`src/rtl/lfs_pkg.sv`:
```
// shared types and constants for the line-follower steering core
// no dependencies; compiled first

package lfs_pkg;

    localparam int COUNTER_WIDTH = 16;
    localparam int DUTY_WIDTH    = 8;
    localparam int LIMIT_WIDTH   = 16;
    localparam int CFG_WIDTH     = 16;
    localparam int CFG_IDX_WIDTH = 2;
    localparam int CMP_WIDTH     = (COUNTER_WIDTH > LIMIT_WIDTH) ? COUNTER_WIDTH : LIMIT_WIDTH;

    typedef logic [COUNTER_WIDTH-1:0] lost_cnt_t;
    typedef logic [CMP_WIDTH-1:0]     lost_cmp_t;
    typedef logic [DUTY_WIDTH-1:0]    duty_t;
    typedef logic [LIMIT_WIDTH-1:0]   limit_t;

    localparam lost_cnt_t LOST_CNT_TOP = '1;

    localparam duty_t  FULL_DUTY_RST   = DUTY_WIDTH'(100);
    localparam duty_t  SHARP_DUTY_RST  = DUTY_WIDTH'(10);
    localparam duty_t  GENTLE_DUTY_RST = DUTY_WIDTH'(50);
    localparam limit_t LOST_LIMIT_RST  = LIMIT_WIDTH'(60000);

    // command characters
    localparam logic [7:0] CMD_STRAIGHT = 8'h30;
    localparam logic [7:0] CMD_STOP     = 8'h31;
    localparam logic [7:0] CMD_SHARP_B  = 8'h32;
    localparam logic [7:0] CMD_SHARP_A  = 8'h33;

    localparam logic REQ_SAMPLE  = 1'b0;
    localparam logic REQ_COMMAND = 1'b1;

    typedef enum logic [2:0] {
        MODE_NONE     = 3'd0,
        MODE_STRAIGHT = 3'd1,
        MODE_STOP     = 3'd2,
        MODE_SHARP_A  = 3'd3,
        MODE_SHARP_B  = 3'd4,
        MODE_GENTLE_A = 3'd5,
        MODE_GENTLE_B = 3'd6
    } mode_t;

    typedef enum logic [CFG_IDX_WIDTH-1:0] {
        REG_FULL_DUTY   = 2'd0,
        REG_SHARP_DUTY  = 2'd1,
        REG_GENTLE_DUTY = 2'd2,
        REG_LOST_LIMIT  = 2'd3
    } cfg_reg_t;

    typedef enum logic [2:0] {
        CLS_NONE,
        CLS_STRAIGHT,
        CLS_SHARP_A,
        CLS_SHARP_B,
        CLS_GENTLE_B,
        CLS_GENTLE_A,
        CLS_DARK
    } sample_class_t;

    typedef struct packed {
        logic                     we;
        logic [CFG_IDX_WIDTH-1:0] index;
        logic [CFG_WIDTH-1:0]     data;
    } cfg_wr_t;

    typedef struct packed {
        logic       req_type;
        logic [4:0] sensors;
        logic [7:0] cmd_byte;
    } item_t;

endpackage

```
`src/rtl/lfs_if.sv`:
```
// valid/ready channel interfaces for the steering core
// input items and result items; no package dependency

interface lfs_item_if;
    logic       valid;
    logic       ready;
    logic       req_type;
    logic [4:0] sensors;
    logic [7:0] cmd_byte;

    modport source (output valid, output req_type, output sensors, output cmd_byte,
                    input ready);
    modport sink   (input valid, input req_type, input sensors, input cmd_byte,
                    output ready);
endinterface

interface lfs_result_if;
    logic       valid;
    logic       ready;
    logic [7:0] right_duty;
    logic [7:0] left_duty;
    logic [2:0] drive_mode;

    modport source (output valid, output right_duty, output left_duty, output drive_mode,
                    input ready);
    modport sink   (input valid, input right_duty, input left_duty, input drive_mode,
                    output ready);
endinterface

```
`src/rtl/line_follower_steering_core.sv`:
```
// top level of the line-follower steering core: input stage, beat control, result port
// depends on lfs_pkg, lfs_if, lfs_classify and lfs_steer

// Line-follower steering core. Each input beat is either a five-bit reflectance
// sample (req_type 0) or a command byte (req_type 1); every beat yields exactly
// one result beat carrying the right and left wheel duties and the drive mode.
// Command bytes '0'..'3' set the remembered mode (straight, stop, sharp B,
// sharp A) used when the sensors see all dark; other bytes leave everything
// as it was. Throughput is one beat per clock while the result consumer keeps
// ready high; an accepted beat is loaded into the input register, then carried
// through the steering update into the state/result register, from which the
// result is offered. The steering update is a single stage, so the mode, counter
// and duties of one beat are ready for the next beat in the following cycle.
// Input ready stays high while the result register is full but the input
// register is free, so a stalled consumer costs one beat of buffering before
// backpressure reaches the input. Configuration writes (cfg_we, cfg_index,
// cfg_data) go straight into the config registers and must only be issued
// while no beat is in flight.

module line_follower_steering_core import lfs_pkg::*;
(
    input  logic                     clk,
    input  logic                     rst_n,
    lfs_item_if.sink                 item,
    lfs_result_if.source             result,
    input  logic                     cfg_we,
    input  logic [CFG_IDX_WIDTH-1:0] cfg_index,
    input  logic [CFG_WIDTH-1:0]     cfg_data
);

    // input register
    logic    in_valid_reg, in_valid_next;
    item_t   in_item_reg;
    // result register occupancy; payload lives in the steering state
    logic    out_valid_reg, out_valid_next;

    logic    in_fire;
    logic    advance;
    cfg_wr_t cfg;
    duty_t   right_duty, left_duty;
    mode_t   drive_mode;

    // move the held beat into the result register when that slot is free or draining
    assign advance = in_valid_reg && (!out_valid_reg || result.ready);
    assign item.ready = !in_valid_reg || advance;
    assign in_fire = item.valid && item.ready;

    always_comb
    begin
        in_valid_next = in_valid_reg;
        if (in_fire)
            in_valid_next = 1'b1;
        else if (advance)
            in_valid_next = 1'b0;

        out_valid_next = out_valid_reg;
        if (advance)
            out_valid_next = 1'b1;
        else if (result.ready)
            out_valid_next = 1'b0;
    end

    always_ff @(posedge clk or negedge rst_n)
    begin
        if (!rst_n)
        begin
            in_valid_reg  <= 1'b0;
            out_valid_reg <= 1'b0;
        end
        else
        begin
            in_valid_reg  <= in_valid_next;
            out_valid_reg <= out_valid_next;
        end
    end

    // payload capture, no reset needed
    always_ff @(posedge clk)
    begin
        if (in_fire)
        begin
            in_item_reg.req_type <= item.req_type;
            in_item_reg.sensors  <= item.sensors;
            in_item_reg.cmd_byte <= item.cmd_byte;
        end
    end

    assign cfg.we    = cfg_we;
    assign cfg.index = cfg_index;
    assign cfg.data  = cfg_data;

    lfs_steer u_steer
    (
        .clk        (clk),
        .rst_n      (rst_n),
        .cfg        (cfg),
        .advance    (advance),
        .item       (in_item_reg),
        .right_duty (right_duty),
        .left_duty  (left_duty),
        .drive_mode (drive_mode)
    );

    // steering state only changes on advance, so it holds steady as the result payload
    assign result.valid      = out_valid_reg;
    assign result.right_duty = right_duty;
    assign result.left_duty  = left_duty;
    assign result.drive_mode = drive_mode;

    // a beat never advances into a full result register that is not draining
    a_no_overwrite: assert property (@(posedge clk) disable iff (!rst_n)
        out_valid_reg && !result.ready |-> !advance)
        else $error("result overwritten while stalled");

    // a held input beat advances whenever the result slot is free
    a_no_bubble: assert property (@(posedge clk) disable iff (!rst_n)
        in_valid_reg && !out_valid_reg |-> advance)
        else $error("input beat held with free result slot");

    // a beat that advances shows up in the result register in the next cycle
    a_accept_to_result: assert property (@(posedge clk) disable iff (!rst_n)
        advance |=> out_valid_reg)
        else $error("advanced beat missing from result register");

endmodule

```
`src/rtl/lfs_classify.sv`:
```
// priority decode of a five-bit reflectance sample into a pattern class
// depends on lfs_pkg

module lfs_classify import lfs_pkg::*;
(
    input  logic [4:0]    sensors,
    output sample_class_t sample_class
);

    logic s1, s2, s3, s4, s5;

    assign s1 = sensors[0];
    assign s2 = sensors[1];
    assign s3 = sensors[2];
    assign s4 = sensors[3];
    assign s5 = sensors[4];

    // first match wins
    always_comb
    begin
        if (s1 && s2 && !s3 && s4 && s5)
            sample_class = CLS_STRAIGHT;
        else if ((s1 || s2) && !s4 && !s5)
            sample_class = CLS_SHARP_A;
        else if (!s1 && !s2 && (s4 || s5))
            sample_class = CLS_SHARP_B;
        else if ((s1 || s2) && !s4)
            sample_class = CLS_GENTLE_B;
        else if (!s2 && (s4 || s5))
            sample_class = CLS_GENTLE_A;
        else if (sensors == 5'd0)
            sample_class = CLS_DARK;
        else
            sample_class = CLS_NONE;
    end

endmodule

```
`src/rtl/lfs_steer.sv`:
```
// steering state: config registers, mode, remembered mode, lost-line counter, duties
// depends on lfs_pkg and lfs_classify

module lfs_steer import lfs_pkg::*;
(
    input  logic    clk,
    input  logic    rst_n,
    input  cfg_wr_t cfg,
    input  logic    advance,
    input  item_t   item,
    output duty_t   right_duty,
    output duty_t   left_duty,
    output mode_t   drive_mode
);

    duty_t     full_duty_reg, sharp_duty_reg, gentle_duty_reg;
    limit_t    lost_limit_reg;
    mode_t     mode_reg, mode_next;
    mode_t     rem_reg, rem_next;
    mode_t     mode_sel;
    lost_cnt_t cnt_reg, cnt_next;
    duty_t     right_reg, right_next;
    duty_t     left_reg, left_next;
    sample_class_t sample_class;

    lfs_classify u_classify
    (
        .sensors      (item.sensors),
        .sample_class (sample_class)
    );

    always_ff @(posedge clk or negedge rst_n)
    begin
        if (!rst_n)
        begin
            full_duty_reg   <= FULL_DUTY_RST;
            sharp_duty_reg  <= SHARP_DUTY_RST;
            gentle_duty_reg <= GENTLE_DUTY_RST;
            lost_limit_reg  <= LOST_LIMIT_RST;
        end
        else if (cfg.we)
        begin
            case (cfg_reg_t'(cfg.index))
                REG_FULL_DUTY:   full_duty_reg   <= cfg.data[DUTY_WIDTH-1:0];
                REG_SHARP_DUTY:  sharp_duty_reg  <= cfg.data[DUTY_WIDTH-1:0];
                REG_GENTLE_DUTY: gentle_duty_reg <= cfg.data[DUTY_WIDTH-1:0];
                REG_LOST_LIMIT:  lost_limit_reg  <= cfg.data[LIMIT_WIDTH-1:0];
                default: ;
            endcase
        end
    end

    always_comb
    begin
        mode_next  = mode_reg;
        rem_next   = rem_reg;
        cnt_next   = cnt_reg;
        right_next = right_reg;
        left_next  = left_reg;
        mode_sel   = mode_reg;
        if (advance)
        begin
            if (item.req_type == REQ_SAMPLE)
            begin
                case (sample_class)
                    CLS_STRAIGHT: mode_sel = MODE_STRAIGHT;
                    CLS_SHARP_A:  mode_sel = MODE_SHARP_A;
                    CLS_SHARP_B:  mode_sel = MODE_SHARP_B;
                    CLS_GENTLE_B: mode_sel = MODE_GENTLE_B;
                    CLS_GENTLE_A: mode_sel = MODE_GENTLE_A;
                    CLS_DARK:
                    begin
                        // line lost: count while going straight, force a turn past the limit
                        if (rem_reg == MODE_STRAIGHT && cnt_reg != LOST_CNT_TOP)
                            cnt_next = cnt_reg + lost_cnt_t'(1);
                        if (rem_reg == MODE_STRAIGHT &&
                            lost_cmp_t'(cnt_next) > lost_cmp_t'(lost_limit_reg))
                            mode_sel = MODE_SHARP_A;
                        else
                            mode_sel = rem_reg;
                    end
                    default: mode_sel = mode_reg;
                endcase
                mode_next = mode_sel;
                case (mode_sel)
                    MODE_STRAIGHT:
                    begin
                        right_next = full_duty_reg;
                        left_next  = full_duty_reg;
                    end
                    MODE_STOP:
                    begin
                        right_next = '0;
                        left_next  = '0;
                    end
                    MODE_SHARP_A:
                    begin
                        right_next = full_duty_reg;
                        left_next  = sharp_duty_reg;
                    end
                    MODE_SHARP_B:
                    begin
                        right_next = sharp_duty_reg;
                        left_next  = full_duty_reg;
                    end
                    MODE_GENTLE_A:
                    begin
                        right_next = gentle_duty_reg;
                        left_next  = full_duty_reg;
                    end
                    MODE_GENTLE_B:
                    begin
                        right_next = full_duty_reg;
                        left_next  = gentle_duty_reg;
                    end
                    default: ;
                endcase
            end
            else
            begin
                case (item.cmd_byte)
                    CMD_STRAIGHT: rem_next = MODE_STRAIGHT;
                    CMD_STOP:     rem_next = MODE_STOP;
                    CMD_SHARP_B:  rem_next = MODE_SHARP_B;
                    CMD_SHARP_A:  rem_next = MODE_SHARP_A;
                    default: ;
                endcase
            end
        end
    end

    always_ff @(posedge clk or negedge rst_n)
    begin
        if (!rst_n)
        begin
            mode_reg  <= MODE_NONE;
            rem_reg   <= MODE_NONE;
            cnt_reg   <= '0;
            right_reg <= '0;
            left_reg  <= '0;
        end
        else
        begin
            mode_reg  <= mode_next;
            rem_reg   <= rem_next;
            cnt_reg   <= cnt_next;
            right_reg <= right_next;
            left_reg  <= left_next;
        end
    end

    assign right_duty = right_reg;
    assign left_duty  = left_reg;
    assign drive_mode = mode_reg;

    // a command beat never touches mode or duties
    a_cmd_keeps_drive: assert property (@(posedge clk) disable iff (!rst_n)
        advance && item.req_type == REQ_COMMAND |=>
            $stable(mode_reg) && $stable(right_reg) && $stable(left_reg))
        else $error("command beat changed drive state");

    // lost-line counter only grows
    a_cnt_monotonic: assert property (@(posedge clk) disable iff (!rst_n)
        1'b1 |=> cnt_reg >= $past(cnt_reg))
        else $error("lost-line counter decreased");

    // counter only moves while the remembered mode is straight
    a_cnt_only_straight: assert property (@(posedge clk) disable iff (!rst_n)
        rem_reg != MODE_STRAIGHT |=> $stable(cnt_reg))
        else $error("lost-line counter moved outside straight");

    // stop always drives both wheels to zero
    a_stop_zero: assert property (@(posedge clk) disable iff (!rst_n)
        mode_reg == MODE_STOP |-> right_reg == '0 && left_reg == '0)
        else $error("stop mode with nonzero duty");

endmodule
```
`src/flat_wrapper.sv`:
```
// flat-port wrapper written by rule: the top's interface ports become plain ports
module line_follower_steering_core_flat import lfs_pkg::*;
  (clk, rst_n, cfg_we, cfg_index, cfg_data, item_valid, item_req_type, item_sensors, item_cmd_byte, item_ready, result_valid, result_right_duty, result_left_duty, result_drive_mode, result_ready);
  lfs_item_if item_i ();
  lfs_result_if result_i ();
  input  logic clk;
  input  logic rst_n;
  input  logic cfg_we;
  input  logic [CFG_IDX_WIDTH-1:0] cfg_index;
  input  logic [CFG_WIDTH-1:0] cfg_data;
  input wire logic [$bits(item_i.valid)-1:0] item_valid;
  input wire logic [$bits(item_i.req_type)-1:0] item_req_type;
  input wire logic [$bits(item_i.sensors)-1:0] item_sensors;
  input wire logic [$bits(item_i.cmd_byte)-1:0] item_cmd_byte;
  output wire logic [$bits(item_i.ready)-1:0] item_ready;
  output wire logic [$bits(result_i.valid)-1:0] result_valid;
  output wire logic [$bits(result_i.right_duty)-1:0] result_right_duty;
  output wire logic [$bits(result_i.left_duty)-1:0] result_left_duty;
  output wire logic [$bits(result_i.drive_mode)-1:0] result_drive_mode;
  input wire logic [$bits(result_i.ready)-1:0] result_ready;
  assign item_i.valid = item_valid;
  assign item_i.req_type = item_req_type;
  assign item_i.sensors = item_sensors;
  assign item_i.cmd_byte = item_cmd_byte;
  assign item_ready = item_i.ready;
  assign result_valid = result_i.valid;
  assign result_right_duty = result_i.right_duty;
  assign result_left_duty = result_i.left_duty;
  assign result_drive_mode = result_i.drive_mode;
  assign result_i.ready = result_ready;
  line_follower_steering_core u_core (.clk(clk), .rst_n(rst_n), .item(item_i), .result(result_i), .cfg_we(cfg_we), .cfg_index(cfg_index), .cfg_data(cfg_data));
endmodule
```
`config.mk`:
```
export PLATFORM = sky130hd
export DESIGN_NAME = line_follower_steering_core_flat
export DESIGN_NICKNAME = d
export VERILOG_FILES = /design/src/rtl/lfs_pkg.sv /design/src/rtl/lfs_if.sv /design/src/rtl/line_follower_steering_core.sv /design/src/rtl/lfs_classify.sv /design/src/rtl/lfs_steer.sv /design/src/flat_wrapper.sv
export SDC_FILE = /design/constraint.sdc
export NUM_CORES = 1
export LEC_CHECK = 0
export BUFFER_PORTS_ARGS = -buffer_cell sky130_fd_sc_hd__buf_2
export CORE_MARGIN = 2
export CORE_UTILIZATION = 45
export DETAILED_ROUTE_END_ITERATION = 6
export GPL_ROUTABILITY_DRIVEN = 0
export PLACE_DENSITY = 0.74
export SETUP_SLACK_MARGIN = 0.05
export SLEW_MARGIN = 15
export SYNTH_ARGS = -nofsm -noshare
export SYNTH_HDL_FRONTEND = slang
export SYNTH_HIERARCHICAL = 1
export SYNTH_SLANG_ARGS = --single-unit
```
`constraint.sdc`:
```
create_clock -name clk -period 4 [get_ports clk]
set_clock_uncertainty 0.05 [all_clocks]
set_input_delay 0.8 -clock clk [delete_from_list [all_inputs] [get_ports clk]]
set_output_delay 0.8 -clock clk [all_outputs]
set_load 0.01 [all_outputs]
```
* After elaboration in Yosys (flattened, before gate mapping)
Index checks and enable logic that the tools add are counted.
** Cells by class
- Order comparisons :: 1
- Shifts and indexed selects :: 0
- Bitwise gates (word level) :: 1
- $add $sub $neg :: 1
- Multiplexer cells :: 21
- Equality and inequality tests :: 21
- Multiply operators :: 0
- Reductions and logical operators :: 42
- Div/mod/pow operators :: 0
** Operators by type and width (count)
- 16-bit two-way mux :: 4
- 8-bit one-hot mux with 4 select lines :: 2
- 8-bit by 6-bit == test with 1-bit output (second input constant) :: 4
- 3-bit two-way mux :: 9
- 3-bit == test (second input constant) :: 6
- 3-bit one-hot mux with 6 select lines :: 1
- 16-bit by 1-bit adder with 16-bit output (second input constant) :: 1
- 16-bit > comparator :: 1
- 16-bit inequality test (second input constant) :: 1
- 1-bit logical AND :: 13
- 3-bit by 2-bit == test with 1-bit output (second input constant) :: 4
- 3-bit one-hot mux with 4 select lines :: 1
- 3-bit AND reduction :: 4
- 4-bit nonzero test :: 3
- 2-bit AND reduction :: 5
- 3-bit by 1-bit == test with 1-bit output (second input constant) :: 3
- 1-bit logical NOT :: 7
- 3-bit OR reduction :: 2
- 5-bit logical NOT :: 1
- 2-bit == test (second input constant) :: 2
- 1-bit logical OR :: 4
- 1-bit two-way mux :: 4
- 2-bit nonzero test :: 2
- 2-bit by 1-bit == test with 1-bit output (second input constant) :: 1
- 2 further kinds :: 2
** Word-level totals
- Latch bits :: 0
- Output and inout bits :: 21
- Memories :: 0
- Bits in writable memories :: 0
- Memory bits (read-only) :: 0
- Logic and storage cells :: 101
- Bits in registers :: 94
- Input port bits :: 37

* Longest topological paths before layout
- Depth after elaboration :: 21
- Gate-level depth with buffers :: 18
- Gate-level depth less buffers :: 14

* Cells and area by module
Netlist, hierarchy kept.
** By module, submodules not included
- lfs_steer :: cells each 373, sequential area each 1970.6 µm², instances 1, area each 4290.4 µm²
- line_follower_steering_core :: cells each 22, sequential area each 470.5 µm², instances 1, area each 524.3 µm²
- lfs_classify :: cells each 13, sequential area each 0.0 µm², instances 1, area each 73.8 µm²

* Worst setup path after synthesis
No wires, ideal clock.
- Path type :: register to register
- Start :: register u_core.u_steer.cnt_reg[8]
- End :: register u_core.u_steer.right_reg[4], in the netlist u_core/u_steer/right_duty[4]
- Path slack :: 0.103 ns
- Arrival :: 3.721 ns
- Setup time :: 0.126 ns
- Path buffers :: 5
- Required time :: 3.824 ns
- Cell stages (with the launch flop) :: 19
- Period minus slack after synthesis :: 3.897 ns
- Cell sequence :: dfrtp_1 > buf_2 > and4_1 > and4_1 > buf_2 > a2111oi_4 > and2_1 > buf_2 > nand3_1 > xnor2_1 > ha_1 > nand2_1 > or4_1 > a21oi_2 > o41a_1 > buf_6 > o21ai_4 > buf_6 > a221o_1
** Between the ends
- Cells in the longest elaborated chain, start to end :: 16
- Elaborated cells between the ends (all ways) :: 23
- Classes of those cells :: 1 x add/sub; 1 x order compare; 7 x eq/ne; 9 x mux; 5 x reduce/logical
** RTL lines
- start, declared :: line lfs_steer.sv:21 : lost_cnt_t cnt_reg, cnt_next;
- start signal, assigned :: line lfs_steer.sv:146 : cnt_reg <= cnt_next;
- branches (longest 2 deep; another with 16-bit by 1-bit adder with 16-bit output)
- 16-bit two-way mux (*) :: line lfs_steer.sv:74 : if (rem_reg == MODE_STRAIGHT && cnt_reg != LOST_CNT_TOP)
- 16-bit two-way mux (*) :: line lfs_steer.sv:65 : case (sample_class)
- 16-bit two-way mux (*) :: line lfs_steer.sv:63 : if (item.req_type == REQ_SAMPLE)
- 16-bit two-way mux (*) :: line lfs_steer.sv:61 : if (advance)
- 16-bit > comparator (*) :: line lfs_steer.sv:77 : lost_cmp_t'(cnt_next) > lost_cmp_t'(lost_limit_reg))
- 1-bit logical AND (*) :: line lfs_steer.sv:76 : if (rem_reg == MODE_STRAIGHT &&
- 3-bit two-way mux (*) :: line lfs_steer.sv:76
- 3-bit one-hot mux with 6 select lines (*) :: line lfs_steer.sv:65
- 3-bit two-way mux (*) :: line lfs_steer.sv:63
- 3-bit two-way mux (*) :: line lfs_steer.sv:61
- 3-bit == test, or another cell as far along :: line lfs_steer.sv:85 : case (mode_sel)
- 3-bit OR reduction (no source line)
- 4-bit nonzero test (no source line)
- 3-bit AND reduction (no source line)
- end signal, assigned :: line lfs_steer.sv:147 : right_reg <= right_next;
- end, declared :: line lfs_steer.sv:22 : duty_t right_reg, right_next;
Every way passes the cells marked *. The select of a mux whose other input is x is not followed.
A chain may end at the register's enable or synchronous reset.

* Final worst setup path
- Start :: register u_core.u_steer.cnt_reg[0]
- End :: register u_core.u_steer.right_reg[4], in the netlist u_core/u_steer/right_duty[4]
Same word-level chain as after synthesis.

==> impl_results.md <==
- Outcome: complete, no violations
- Largest net degree at the start of global routing: 81
- Post-route ant nets: 0
- Placed cell areas: 5398 µm²
- Synth top area cells: dfrtp_1, mux2_2, edfxtp_1
- Hold-fix buffers, CTS: 0
- Slew Viols, Final: 0
- CTS tree: done
- Core area: 10700 µm²
- Pwr dens: 447.3 nW/µm²
- Synth Instances: 408
- Fmax: 262.6 MHz
- Kind of critical path: flop to flop
- Via density per instance: 5.574
- Clk_lat worst skew: 0.36 ns
- Port bufs: 57
- Drt total wl: 10650 µm
- Share of the synthesized area in the top cell type: 33.27%
- Post-synth EDFFs: 14
- # fillers: 926
- Register area share after synthesis: 49.94%
- # H-tree levels: 3
- Yosys cell types: 62
- Die W: 108.2 µm
- Fin crit period: 3.808 ns
- Leakage: 2.524 nW
- NumNets Final: 540
- Max cap viols: 0
- Final hold violation count: 0
- NetSw: 0.8085 mW
- Avg Inst Size Synth: 11.98 µm²
- Fraction of final layout cells sized beyond drive strength 1: 36.46%
- Crit start category: flop
- Slowest-stage cell, CP: or4_4
- Sw Share: 31.66%
- Synth Cell Area: 4888 µm²
- Cell area after layout: 5709 µm²
- FF+latch area: 2441 µm²
- CP peak stage delay: 0.51 ns
- Critical path capture point type: flop
- Footprint of the multi-input gates: 2354 µm²
- Yosys warns: 6
- CP arrival: 4.01 ns
- DRT iter0 DRCs: 180
- Clk root buf: clkbuf_8
- Dominant cell type by area after synthesis: dfrtp_1
- Least-Margin Pin Slew: 1.164 ns
- Clock share of power: 23.0%
- Int Power: 1.745 mW
- Fin util: 53.37%
- CTS clk-pin slew, worst paths: 0.10 ns
- Antenna fix cells: 0
- Seq pwr share: 51.0%
- Overall Power: 2.554 mW
- Logic pwr share: 26.1%
- Commonest cells post-synth: dfrtp_1, mux2_2, nand2_1
- Area Overhead vs Synth: 16.79%
- Wirelength per Cell: 16.87 µm
- Most common cell in the synthesized netlist: dfrtp_1
- Initial antenna violation count: 0
- Crit path cell chain: ha_2 > nand3_2 > nor3_2 > a2111oi_4 > and2_4 > nand3_1 > xnor2_2 > ha_1 > nand2_1 > or4_4 > a21oi_2 > o41a_1 > buf_6 > buf_6 > nor3_1 > a221o_1
- RSZ-0062 raised after global routing: false
- Post-place setup slack: -0.07187 ns
- Vias in the first global route: 3626
- Num CTS Buffers: 9
- Period utilization: 95.20%
- First-pass GRT wire length: 17310 µm
- Die Ht: 108.2 µm
- Vias: 3517
- Syn nets: 462
- # rows: 38
- Seq cells post-synth: 94
- Post-layout worst setup margin: 0.1920 ns
- DRC viols: 0
- GRT overflow: 0
- Die area: 11710 µm²
- GRT Total Usage: 19.03%
- Num ports: 58
- Critical Path Fanout Max: 7
- HP Class: flop to flop
- Post-DP HPWL: 7276 µm
- Initial core utilization: 45.70%
- Predominant post-synthesis flop cell: dfrtp_1
- Worst path required time: 4.20 ns
- Critical path's most frequent cell: buf_6
- Clk sinks: 94
- Peak VDD IR: 0.3194 mV
- Drt pass-1 iters: 4
- Async set-reset flop share out of synthesis: 85.11%
- Clock buffer depth: 2
- Final Setup Violations: 0
- Max_slew headroom: 21.61%
==> cell usage in the layout (no fill, tap or decap), types with 5 or more instances in the layout <==
master     count
nor2b_1        5
ha_1          16
nand3_1       15
mux2i_1       15
inv_1         20
o2bb2ai_1      5
edfxtp_1      14
nand4_1       13
nand2b_1       6
a22o_1         6
o21ai_0        7
dfrtp_1       65
xor2_1         6
nor2_1         7
mux2_2        43
nand2_1       26
buf_2         56
dfstp_2       15
buf_4         22
clkbuf_8      10
a221o_1        8
a21oi_1        8
xnor2_1       24
nor3_1         9
==> power by group through the flow <==
stage	logic [mW]	clock network (mW)	registers [mW]
after floorplan	0.382	0	1.32
after global placement	0.613	0	1.31
after detailed placement	0.631	0	1.32
after CTS	0.642	0.606	1.30
after global routing	0.726	0.654	1.32
final	0.666	0.586	1.30
==> metal layers <==
metal	GRT usage (%)	vias up	wire length (µm)
li1	-	1656	-
met1	24.61	1764	4616
met2	31.45	82	5382
met3	4.461	15	500
met4	6.685	0	148
met5	0	-	0
==> final timing paths <==
kind	start	to	slack [ns]	cells past startpoint
max in group asynchronous	rst_n	u_core/u_steer/cnt_reg[0]$_DFFE_PN0P_	2.71	1
min in group asynchronous	rst_n	u_core/u_steer/cnt_reg[10]$_DFFE_PN0P_	0.53	1
worst min register to register	u_core/u_steer/left_duty[4]$_DFFE_PN0P_	u_core/u_steer/left_duty[4]$_DFFE_PN0P_	0.45	1
worst min-delay path	u_core/u_steer/left_duty[4]$_DFFE_PN0P_	u_core/u_steer/left_duty[4]$_DFFE_PN0P_	0.45	1
worst max register to register	u_core/u_steer/cnt_reg[0]$_DFFE_PN0P_	u_core/u_steer/right_duty[4]$_DFFE_PN0P_	0.19	16
worst max-delay path	u_core/u_steer/cnt_reg[0]$_DFFE_PN0P_	u_core/u_steer/right_duty[4]$_DFFE_PN0P_	0.19	16
==> critical path: cells and delay by family (launching register included) <==
kind	cells	cell delay, ns
DFF	1	0.40
and+or+nand+nor	7	1.23
buffers and inverters	2	0.29
AOI/OAI and AO/OA	4	0.98
xor gates and xnor gates	1	0.17
adders and majority gates	2	0.55
==> repair_timing <==
| action | 4_1_cts | 5_1_grt |
|---|---|---|
| cloned | 0 | 2 |
| pin swaps | 2 | 8 |
| setup buffers | 2 | 4 |
| endpoints found under the setup margin | 13 | 17 |
| resized for setup | 2 | 16 |
==> logic make-up after synthesis <==
kind of cell | after synthesis | share of synthesized area, %
muxes | 59 | 13.21
AOI/OAI and AO/OA | 62 | 10.83
adders and majority gates | 17 | 4.351
and+or+nand+nor | 110 | 12.80
buffers and inverters | 35 | 3.327
xor gates and xnor gates | 31 | 5.554
DFF | 94 | 49.94
==> stage by stage <==
| step | std cells | hold slack [ns] | TNS [ns] |
|---|---|---|---|
| finish | 631 | 0.4454 | 0 |
| global route | 631 | 0.4733 | 0 |
| CTS | 625 | 0.4479 | 0 |
| detailed placement | 607 | 0.4182 | -0.4756 |
| global placement | 607 | 0.4189 | 0 |
| floorplan | 408 | 0.4052 | 0 |
==> final cells by class <==
cell class | instances | area share, %
tap | 140 | 3.068
multi-input combinational | 280 | 41.22
sequential | 94 | 42.76
clock inverter | 5 | 0.7670
inverter | 20 | 1.315
timing repair buffer | 81 | 8.394
clock buffer | 11 | 2.476
Power figures use the tool's default switching activity.
